==> src/rtl/core/swd_pkg.sv <==
// Shared types, constants and helper functions for the swerve drive kinematics block.
package swd_pkg;

    localparam int CMD_W   = 11;
    localparam int THR_W   = 11;
    localparam int SCALE_W = 16;
    localparam int CFG_W   = 16;
    localparam int XY_W    = 29;
    localparam int SPEED_W = 16;
    localparam int ANGLE_W = 15;
    localparam int WHEELS  = 4;

    localparam logic [THR_W-1:0]   THR_RESET   = 11'd50;
    localparam logic [SCALE_W-1:0] SCALE_RESET = 16'd852;

    localparam logic [16:0] HALF_SQRT2_Q16 = 17'd46341;

    // Front end stages (deadband, tangent product, wheel vectors) and lane stages.
    localparam int FRONT_STAGES = 3;
    localparam int LANE_STAGES  = 18;
    localparam int LATENCY      = FRONT_STAGES + LANE_STAGES;

    typedef logic signed [XY_W-1:0] coord_t;

    typedef enum logic {
        REG_DEADBAND = 1'b0,
        REG_SCALE    = 1'b1
    } cfg_reg_t;

    // Sign of the unit tangent of each wheel, x and y parts.
    function automatic logic tan_x_neg(input int wheel);
        return (wheel == 1) || (wheel == 2);
    endfunction

    function automatic logic tan_y_neg(input int wheel);
        return (wheel == 2) || (wheel == 3);
    endfunction

endpackage

==> src/rtl/core/swd_cordic.sv <==
// Steering angle lane: quadrant fold and one CORDIC vectoring step per stage.
module swd_cordic
    import swd_pkg::*;
(
    input  logic                       clk,
    input  coord_t                     x,
    input  coord_t                     y,
    output logic signed [ANGLE_W-1:0]  angle
);

    localparam int STEPS = 16;
    localparam int CW    = 32;
    localparam int ZW    = 20;
    localparam logic signed [ZW-1:0] HALF_PI_Q16 = 20'sd102944;
    localparam logic signed [ZW-1:0] PI_Q12      = 20'sd12868;

    localparam logic [16:0] ATAN_Q16 [STEPS] = '{
        17'd51472, 17'd30386, 17'd16055, 17'd8150, 17'd4091, 17'd2047,
        17'd1024, 17'd512, 17'd256, 17'd128, 17'd64, 17'd32, 17'd16,
        17'd8, 17'd4, 17'd2
    };

    logic signed [CW-1:0] x_reg [STEPS+1];
    logic signed [CW-1:0] y_reg [STEPS+1];
    logic signed [ZW-1:0] z_reg [STEPS+1];
    logic                 zero_reg [STEPS+1];
    logic signed [ANGLE_W-1:0] angle_reg;

    logic signed [CW-1:0] xe;
    logic signed [CW-1:0] ye;

    assign xe = CW'(x);
    assign ye = CW'(y);

    always_ff @(posedge clk)
    begin
        zero_reg[0] <= (x == 0) && (y == 0);
        if (x < 0 && y >= 0)
        begin
            x_reg[0] <= ye;
            y_reg[0] <= -xe;
            z_reg[0] <= HALF_PI_Q16;
        end
        else if (x < 0)
        begin
            x_reg[0] <= -ye;
            y_reg[0] <= xe;
            z_reg[0] <= -HALF_PI_Q16;
        end
        else
        begin
            x_reg[0] <= xe;
            y_reg[0] <= ye;
            z_reg[0] <= '0;
        end
    end

    genvar i;
    generate
        for (i = 0; i < STEPS; i++)
        begin : g_step
            logic signed [CW-1:0] dx;
            logic signed [CW-1:0] dy;
            logic signed [ZW-1:0] da;

            assign dx = y_reg[i] >>> i;
            assign dy = x_reg[i] >>> i;
            assign da = ZW'(ATAN_Q16[i]);

            always_ff @(posedge clk)
            begin
                zero_reg[i+1] <= zero_reg[i];
                if (y_reg[i] >= 0)
                begin
                    x_reg[i+1] <= x_reg[i] + dx;
                    y_reg[i+1] <= y_reg[i] - dy;
                    z_reg[i+1] <= z_reg[i] + da;
                end
                else
                begin
                    x_reg[i+1] <= x_reg[i] - dx;
                    y_reg[i+1] <= y_reg[i] + dy;
                    z_reg[i+1] <= z_reg[i] - da;
                end
            end
        end
    endgenerate

    logic signed [ZW-1:0] zr;

    assign zr = (z_reg[STEPS] + ZW'(8)) >>> 4;

    always_ff @(posedge clk)
    begin
        if (zero_reg[STEPS])
            angle_reg <= '0;
        else if (zr > PI_Q12)
            angle_reg <= ANGLE_W'(PI_Q12);
        else if (zr < -PI_Q12)
            angle_reg <= ANGLE_W'(-PI_Q12);
        else
            angle_reg <= zr[ANGLE_W-1:0];
    end

    assign angle = angle_reg;

endmodule

==> config.mk <==
export PLATFORM = sky130hd
export DESIGN_NAME = swd_cordic
export DESIGN_NICKNAME = d
export VERILOG_FILES = /design/src/rtl/core/swd_pkg.sv /design/src/rtl/core/swd_cordic.sv
export SDC_FILE = /design/constraint.sdc
export NUM_CORES = 2
export LEC_CHECK = 0
export BUFFER_PORTS_ARGS = -buffer_cell sky130_fd_sc_hd__buf_4
export CAP_MARGIN = 0
export CORE_ASPECT_RATIO = 1.2
export CORE_MARGIN = 3
export CORE_UTILIZATION = 59
export DETAILED_ROUTE_END_ITERATION = 16
export MAX_ROUTING_LAYER = met4
export PLACE_DENSITY_LB_ADDON = 0.05
export SLEW_MARGIN = 20
export SYNTH_ARGS = -nofsm -noshare
export SYNTH_HDL_FRONTEND = slang
export SYNTH_SLANG_ARGS = --single-unit
==> constraint.sdc <==
create_clock -name clk -period 5.09 [get_ports clk]
set_input_delay 1.018 -clock clk [delete_from_list [all_inputs] [get_ports clk]]
set_output_delay 1.018 -clock clk [all_outputs]
set_load 0.005 [all_outputs]
==> impl_metrics.toml <==
[worst_setup_path]
required_ps = 5780
cp_max_fo = 4
start_kind = "flop"
path_class = "flop to flop"
cp-end-kind = "flop"
rr_worst_depth = 19
r2r-start = "x_reg[1][1]"
arrival_ps = 5580
critPathLaunch = "x_reg[1][1]"

[floorplanning]
start_util_pct = 59.5
rows = 160
fp.dieH_um = 445
core_um2 = 159000
ios = 74
die_w_um = 372
dieArea_um2 = 165000

[clock_tree]
htreeDepth = 4
clk_latency_ps = 810
tritoncts = "done"
clock_sinks = 1276
cts.path.max_buffers = 3
path_clk_slew_ps = 60
ctsRootBufferMaster = "clkbuf_16"
cts_inserted_buffers = 140

[synthesis]
yosysSeqAreaShare_pct = 27.7
synth_area_um2 = 94700
synth_edf_count = 67
synthArstFlopShare_pct = 0
avgSynthCellArea_um2 = 8.44
postSynthCellCount = 11200
synth_warnings = 0
ys_types = 99
synth_ff_type = "dfxtp_1"
synth-seq-cells = 1276

[sta]
hold_ws_ps = 315
slew_headroom_pct = 29.3
slew_viol_final = 0
finalCritPeriodShare_pct = 96.1
setup_viol = 0
hold_viol = 0
clock.fmax_mhz = 204
worstMarginPinSlew_ps = 1050
fin_skew_ps = 28.3
fin_crit_ps = 4890
setup-tns-final_ps = 0

[placement]
detailed_place_hpwl_um = 210000
post_dp_cell_area_um2 = 98000
place_congestion = 0.978
dp.cells = 13400
port_buffers = 73

[layout]
ff_latch_area_um2 = 26200
layout_common_cells = "1195 x dfxtp_1, 1138 x ha_1, 1049 x xnor2_1"
fillers = 13800
largest_reg_flops = 480
drive_above_1_share_pct = 4.49
multi_input_area_um2 = 66200
final_cells = 13600
fin_nets = 12600
antenna_cells = 0
syn2layout_area_growth_pct = 8.89
final_common_cell = "dfxtp_1"
stdcell_area_um2 = 103000

[route]
via_count = 81500
drc = 0
routedWlPerCell_um = 19.1
ant_nets = 0
wirelength_um = 260000
via_per_inst = 5.98
drt_first_pass_iters = 6
dr.first_iter.drc_count = 5397

[global_routing]
grt_use_met3_pct = 3.96
gr-total-overflow = 0
grt_max_degree = 83
antenna_found_initial = 2
grt_use_met1_pct = 34.0
use_met2_pct = 56.4
track_usage_pct = 31.5
top_usage_layer = "met2"
grt_pass1_wl_um = 410000
grt_pass1_vias = 79100

[hold_path]
hold_path_depth = 0
hp-start = "z_reg[7][3]"
hold_path_class = "flop to flop"

[run]
drv_cap = 0

[outcome]
outcome = "finished, final reports clean"
-- per-stage QoR --
| stage | setup WS (ps) | util [%] |
|---|---|---|
| after detailed placement | 65.8 | 61.6 |
| final | 199 | 64.8 |
| after floorplan | 347 | - |
| after CTS | 18.4 | 64.8 |
| after global routing | -83.4 | 64.8 |
| after global placement | 33.1 | 61.6 |
-- repair_timing --
action                                  4_1_cts  5_1_grt
hold buffers                                  0        0
gates resized for setup                       0       27
buffers inserted                              0        1
endpoints found under the hold margin         0        0
endpoints found under the setup margin        0       20
-- cells in the mapped netlist, drive strengths merged (21+ instances only) --
cell     instances  area (um^2)
nand4           88          551
a21o           386         2900
o21ai          688         3450
a31o            23          201
nand3          187          936
or4            111          848
nor3           242         1220
a21oi          970         4850
nor2b          177         1110
o21bai         157         1180
inv            523         1960
nor4            88          563
fa              39          781
clkbuf         204          767
or2             43          269
xor2           582         5100
edfxtp          67         2010
o41ai           92          840
o21a           185         1390
a21boi          44          330
nand3b          23          173
o31a            22          193
mux2i           24          240
ha            1138        14200
buf             35          135
a2111oi         21          259
o211ai          42          315
or3            136          866
xnor2         1049         9190
a211o           26          228
and2            54          338
nand2          691         2590
a31oi           84          532
nor2           920         3450
a211oi          78          596
nand2b         201         1270
and3            74          463
o31ai          205         1540
dfxtp         1209        24200
-- critical path, cell delays in order, from the launching register on --
cell and delay (ps):
dfxtp_1 310, inv_1 90, ha_1 190, nand2_1 80, or3_1 330, or2_2 340
or4_4 560, or4_4 550, o21ai_1 160, xor2_1 160, ha_1 260, a21o_1 160
a21o_1 170, a22o_1 250, a311oi_2 310, a31oi_1 180, a21bo_2 250, a21oi_2 160
a21oi_1 100, xor2_1 160
-- final cells by class --
cell class                 count  area share [%]
multi-input combinational   9317            64.2
sequential                  1276            25.5
clock buffer                 182            3.79
tap                         2106            2.56
inverter                     526            1.92
clock inverter                72            1.05
timing repair buffer         136           0.991
-- per-layer routing --
layer  vias up  wire (um)
li1      40400          -
met1     38200     103000
met2      2132     131000
met3       731      11800
met4         0      14000
met5         -          0
-- worst paths after layout --
kind	slack, ps	end
min reg2reg	320	z_reg[8][3]
min	320	z_reg[8][3]
max	200	y_reg[2][31]
max reg2reg	200	y_reg[2][31]
-- cells by family (layout without fill, tap and decap cells) --
family	Yosys count	in the layout	synth area share, %
xor gates and xnor gates	1631	1631	15.1
and+or+nand+nor	3096	3096	16.0
adders and majority gates	1181	1181	15.9
AOI/OAI and AO/OA	3235	3235	21.9
muxes	26	26	0.278
buffers and inverters	765	916	3.04
DFF	1276	1276	27.7
other	2	148	0.00793
Power is left out: the tool's default activity adds up to more than one toggle a clock period on the data nets, which glitch-free logic cannot reach.
